File: config.mk
export PLATFORM = sky130hd
export DESIGN_NAME = bmf_col_cell
export DESIGN_NICKNAME = d
export VERILOG_FILES = /design/src/hdl/bmf_pkg.sv /design/src/hdl/bmf_col_cell.sv
export SDC_FILE = /design/constraint.sdc
export NUM_CORES = 1
export LEC_CHECK = 0
export ABC_AREA = 1
export BUFFER_PORTS_ARGS = -buffer_cell sky130_fd_sc_hd__buf_4
export CORE_AREA = 3 3 40 42
export DETAILED_ROUTE_END_ITERATION = 12
export DIE_AREA = 0 0 43 45
export GPL_TIMING_DRIVEN = 0
export PLACE_DENSITY_LB_ADDON = 0.12
export SYNTH_ARGS = -nofsm -noshare
export SYNTH_HDL_FRONTEND = slang
export SYNTH_SLANG_ARGS = --single-unit
File: constraint.sdc
create_clock -name clk -period 0.8 [get_ports clk]
set_input_delay 0.04 -clock clk [delete_from_list [all_inputs] [get_ports clk]]
set_output_delay 0.04 -clock clk [all_outputs]
set_load 0.05 [all_outputs]
File: src/hdl/bmf_pkg.sv
`default_nettype none

package bmf_pkg;

    localparam int PIXEL_W    = 8;
    localparam int ROW_W      = 12;
    localparam int COL_OUT_W  = 10;
    localparam int FW_W       = 11;
    localparam int FH_W       = 13;

    localparam int APB_ADDR_W = 3;
    localparam int APB_DATA_W = 32;
    localparam int REG_SEL_BIT = 2;

    localparam logic REG_FRAME_WIDTH  = 1'b0;
    localparam logic REG_FRAME_HEIGHT = 1'b1;

    localparam logic [FW_W-1:0] FW_RESET = FW_W'(1024);
    localparam logic [FH_W-1:0] FH_RESET = FH_W'(1024);
    localparam int FW_MIN = 3;
    localparam int FH_MIN = 3;
    localparam int FH_MAX = 4096;

    localparam int WIN_N      = 3;
    localparam int COLSUM_W   = 10;
    localparam int SUM_W      = 12;
    localparam int LS_W       = 2 * PIXEL_W;

    // floor(x/9) = (x * ceil(2^16/9)) >> 16, exact for x < 2^13
    localparam int RECIP_W     = 13;
    localparam int RECIP_SHIFT = 16;
    localparam logic [RECIP_W-1:0] RECIP_NINE = RECIP_W'(7282);

    typedef struct packed {
        logic                 emit;
        logic [ROW_W-1:0]     row;
        logic [COL_OUT_W-1:0] col;
        logic                 done;
    } bmf_meta_t;

endpackage

`default_nettype wire

File: src/hdl/bmf_col_cell.sv
`default_nettype none

module bmf_col_cell (
    input  wire logic                          clk,
    input  wire logic                          rst_n,
    input  wire logic                          shift,
    input  wire logic [bmf_pkg::COLSUM_W-1:0]  col_sum_in,
    output logic      [bmf_pkg::COLSUM_W-1:0]  col_sum
);
    import bmf_pkg::*;

    logic [COLSUM_W-1:0] col_sum_reg;

    always_ff @(posedge clk or negedge rst_n)
    begin
        if (!rst_n)
        begin
            col_sum_reg <= '0;
        end
        else if (shift)
        begin
            col_sum_reg <= col_sum_in;
        end
    end

    assign col_sum = col_sum_reg;

endmodule

`default_nettype wire

==> flow_summary_export.csv, run 1 <==
group,metric,value,unit
final_layout,multi_input_area,113,sq um
yosys,synth.avg_cell_area,9.00,sq um
floorplanning,num_rows,13,
placement,dpl_cell_area,574,sq um
yosys,syn_area,378,sq um
clock_network,clkLatencyLatePin,0.27,ns
route,wirelength,1.01,mm
timing,slew_headroom,0.887,
clock_network,numCtsBuffers,3,
grt,grt_pass1_wl,1.68,mm
yosys,synth.yosys.seq_area_share,0.662,
grt,grtUsageTotal,0.122,
route,wl_per_cell,10.7,um
clock_network,cts_tree,"done",
floorplanning,coreArea,1280,sq um
final_layout,register_area,263,sq um
timing,worstMarginPinSlew,0.170,ns
grt,grt_pass1_vias,425,
timing,slew_violations,0,
worst_setup_path,cp_top_family,"flip-flops",
yosys,yosys-top-cells-area,"dfrtp_1, nand2_1, buf_6",
final_layout,drive_gt1_frac,0.481,
placement,place_hpwl,657,um
route,drt_first_pass_iters,3,
pwr,leakagePower,0.393,nW
placement,place_ws,0.176,ns
worst_setup_path,crit_required,0.76,ns
placement,routabilityCongestion,0.671,
final_layout,fillerInstances,125,
timing,timing.final.crit_share,1.10,
grt,grt_max_degree,11,
clock_network,clock-sinks,10,
timing,setup_violations,10,
placement,io_buffers,22,
yosys,ys_types,4,
worst_setup_path,criticalPathCategory,"reg -> out",
final_layout,fin_cells,94,
clock_network,h-tree-depth,1,
worst_setup_path,max_stage_delay,0.42,ns
run_status,status,"finished with violations",
floorplanning,die_height,45,um
worst_hold_path,hp-class,"in -> reg",
clock_network,cts_post_setup_buffers_inserted,0,
worst_setup_path,worstSetupEndpointType,"output pin",
route,drc,0,
yosys,syn_nets,55,
final_layout,largest_reg_flops,10,
final_layout,area_delta_synth_final,101,%
timing,period_minus_slack,0.879,ns
final_layout,nNetsFinal,93,
placement,dp.cells,79,
worst_setup_path,crit_fanout,2,
yosys,yosysTopAreaCell,"dfrtp_1",
grt,antenna_found_initial,0,
yosys,yosys_warnings,0,
worst_setup_path,cp_cell_sequence,"buf_6",
route,final_antenna_net_count,0,
timing,layout_setup_ws,-0.0786,ns
yosys,netlist_instances,42,
route,drt-vias-per-instance,4.14,
clock_network,clock_path_buffers,2,
floorplanning,initial_utilization,0.294,
worst_setup_path,crit_arrival,0.84,ns
route,vias,389,
worst_setup_path,ff2ff_setup_slack,0.17,ns
final_layout,num_antenna_cells,0,
pwr,cellPowerDensity,1950,nW/um^2
timing,rsz0062_at_grt,"true",
timing,fmax,1140,MHz
pwr,ir_drop,0.996,mV
grt,overflow,0,
floorplanning,die_x,43,um
timing,hold_violations,0,
floorplanning,num_io_pins,23,
clock_network,cts-root-buf,"clkbuf_4",
timing,fin_skew,0,ns
clock_network,path_clk_slew,0.07,ns
floorplanning,die_area,1940,sq um
job,maxCapViolCount,0,
yosys,yosys.area.top_type_share,0.662,
timing,hold_slack,0.0872,ns
worst_setup_path,timing.critical_path.buf_inv,1,
route,drt_iter0_drc,1,
final_layout,finalInstanceArea,758,sq um
run_status,violations,"negative setup slack",
yosys,ys_seq_elements,10,
worst_setup_path,cp-start-kind,"flop",
worst_setup_path,cp_slowest_cell,"dfrtp_2",
pwr,finalPower,1.48,mW
[cells in the mapped netlist]
master	count
buf_6	1
inv_2	1
nand2_1	30
dfrtp_1	10
[cells by family (layout without fill, tap and decap cells)]
| logic type | after synthesis | in the layout | synth area share |
|---|---|---|---|
| flip-flops | 10 | 10 | 0.662 |
| AND/OR/NAND/NOR | 30 | 30 | 0.298 |
| buffers and inverters | 2 | 39 | 0.0397 |
[metrics by stage]
stage                      util  setup TNS [ns]
after floorplan               -               0
after detailed placement  0.447               0
after global placement    0.447               0
after CTS                 0.590          -0.831
final                     0.590          -0.713
after global routing      0.590          -0.964
[layout by cell type (no fill, tap or decap)]
cell / count
clkbuf_4: 3
buf_4: 12
buf_6: 11
nand2_1: 30
dlygate4sd3_1: 11
dfrtp_2: 10
clkbuf_8: 1
inv_2: 1
[power breakdown]
part | internal [mW] | total (mW) | switching (mW) | leakage (nW)
clock | 0.277 | 0.459 | 0.183 | 0.0210
sequential | 0.558 | 0.592 | 0.0335 | 0.110
combinational | 0.183 | 0.426 | 0.243 | 0.261
total | 1.02 | 1.48 | 0.460 | 0.393
[final timing paths]
path	startpoint	to	cells past startpoint
setup reg to reg	col_sum[2]	col_sum[2]	2
max in group asynchronous	rst_n	col_sum[1]	2
hold / removal	shift	col_sum[0]	4
hold reg to reg	col_sum[6]	col_sum[6]	2
setup / recovery	col_sum[5]	col_sum[5]	1
min in group asynchronous	rst_n	col_sum[4]	2
[routing by layer]
layer	up-vias	share of wire	global-route usage
li1	198	-	-
met1	171	0.40	0.126
met2	16	0.50	0.210
met3	4	0.073	0.0279
met4	0	0.023	0.102
met5	-	0	0
[cell type report]
type	count	share of cell area
inverter	1	0.00495
sequential	10	0.347
clock buffer	4	0.0479
multi-input combinational	30	0.149
tap	15	0.0248
buffer	1	0.0149
timing repair buffer	33	0.413
[timing repair]
item                                    4_1_cts  5_1_grt
hold endpoints to repair                     20        0
endpoints found under the setup margin       10       10
hold buffers                                 11        0
resized for setup                            10        0
No activity file was read; power rests on OpenSTA's default activity.
==> run 2, diff against run 1 <==
Settings changed: BUFFER_PORTS_ARGS -buffer_cell sky130_fd_sc_hd__buf_4 to not set, DONT_BUFFER_PORTS set to 1, REMOVE_ABC_BUFFERS set to 1.
==> flow_summary_export.csv, run 2 (synthesis results as in run 1) <==
group,metric,value,unit
final_layout,drive_gt1_frac,0.268,
final_layout,final_cell_mix,"nand2_1, dlygate4sd3_1, dfrtp_2",
worst_setup_path,crit_fanout,2,
timing,slew_violations,0,
worst_setup_path,cp-start-kind,"flop",
floorplanning,initial_utilization,0.294,
timing,layout_setup_ws,-0.0222,ns
timing,slew_headroom,0.696,
worst_hold_path,hp-class,"in -> async",
route,drt-vias-per-instance,4.45,
worst_setup_path,worstSetupEndpointType,"output pin",
route,wirelength,889,um
route,drt_first_pass_iters,3,
floorplanning,die_height,45,um
clock_network,numCtsBuffers,3,
route,drt_iter0_drc,2,
final_layout,num_antenna_cells,0,
clock_network,cts_post_setup_buffers_inserted,0,
timing,fin_skew,0,ns
timing,fmax,1220,MHz
final_layout,final_common_cell,"nand2_1",
timing,worstMarginPinSlew,0.454,ns
worst_setup_path,crit_required,0.76,ns
floorplanning,die_area,1940,sq um
placement,dp.cells,56,
pwr,leakagePower,0.266,nW
floorplanning,num_io_pins,23,
clock_network,h-tree-depth,1,
timing,timing.final.crit_share,1.03,
timing,rsz0062_at_grt,"true",
clock_network,clock_path_buffers,2,
job,maxCapViolCount,0,
route,wl_per_cell,12.5,um
clock_network,path_clk_slew,0.06,ns
grt,grt_pass1_wl,1.38,mm
run_status,violations,"negative setup slack",
timing,finalSetupTns,-0.151,ns
final_layout,finalInstanceArea,546,sq um
final_layout,fin_cells,71,
timing,setup_violations,10,
placement,place_ws,-0.0868,ns
floorplanning,die_x,43,um
final_layout,largest_reg_flops,10,
pwr,ir_drop,0.802,mV
clock_network,cts_tree,"done",
timing,period_minus_slack,0.822,ns
timing,hold_violations,0,
route,drc,0,
route,vias,316,
placement,routabilityCongestion,0.574,
worst_setup_path,crit_arrival,0.78,ns
clock_network,clock-sinks,10,
placement,dpl_cell_area,385,sq um
placement,place_hpwl,619,um
floorplanning,coreArea,1280,sq um
grt,antenna_found_initial,0,
route,final_antenna_net_count,0,
grt,grt_max_degree,11,
final_layout,nNetsFinal,71,
grt,grt_pass1_vias,341,
worst_setup_path,criticalPathCategory,"reg -> out",
clock_network,clkLatencyLatePin,0.25,ns
floorplanning,num_rows,13,
final_layout,area_delta_synth_final,44.4,%
grt,overflow,0,
placement,io_buffers,0,
grt,grtUsageTotal,0.0985,
pwr,cellPowerDensity,2180,nW/um^2
clock_network,cts-root-buf,"clkbuf_4",
run_status,status,"finished with violations",
==> run 2: changes by cell type in the layout (fill, tap and decap cells not counted) <==
cell	previous run	this run
buf_6	11	0
dlymetal6s4s_1	0	1
nand2_2	0	1
buf_4	12	0
clkbuf_8	1	0
nand2_1	30	29
==> run 2: per-layer routing <==
layer	up-vias	routed length, um	track usage
met4	0	0	0.0361
met1	145	329	0.102
met5	-	0	0
li1	155	-	-
met3	0	92	0.0478
met2	16	466	0.174
==> run 2: area by class of cell <==
type | count | area [sq um]
flip-flops and latches | 10 | 263
inverters | 1 | 3.75
clock buffers | 3 | 22.5
well taps | 15 | 18.8
multi-input cells | 30 | 115
fillers | 132 | 739
repair buffers | 12 | 123
==> run 2: path summary, 6_finish.rpt <==
kind                       startpoint         end  depth (start not counted)  slack, ns
max in group asynchronous       rst_n  col_sum[2]                          1       0.29
min in group clk                shift  col_sum[3]                          3       0.24
max reg2reg                col_sum[7]  col_sum[7]                          2       0.02
max                        col_sum[5]  col_sum[5]                          0      -0.02
min reg2reg                col_sum[5]  col_sum[5]                          2       0.69
min                             rst_n  col_sum[3]                          1       0.17
==> run 2: metrics by stage <==
stage / util / total power [mW] / hold WS, ns
6_report: 0.425 / 1.19 / 0.171
3_3_place_gp: 0.300 / 0.800 / -0.255
3_5_place_dp: 0.300 / 0.806 / -0.255
5_1_grt: 0.425 / 1.25 / 0.202
4_1_cts: 0.421 / 1.21 / 0.171
2_1_floorplan: - / 0.787 / -0.256
==> run 2: where the power goes <==
part	switching, mW	internal [mW]
combinational	0.0523	0.0609
sequential	0.194	0.558
clock	0.151	0.173
==> run 2: what timing repair did <==
action	in CTS	in global routing
pin swaps	0	4
endpoints found under the hold margin	20	0
hold buffers	12	0
gates resized for setup	10	2
setup endpoints to repair	20	20
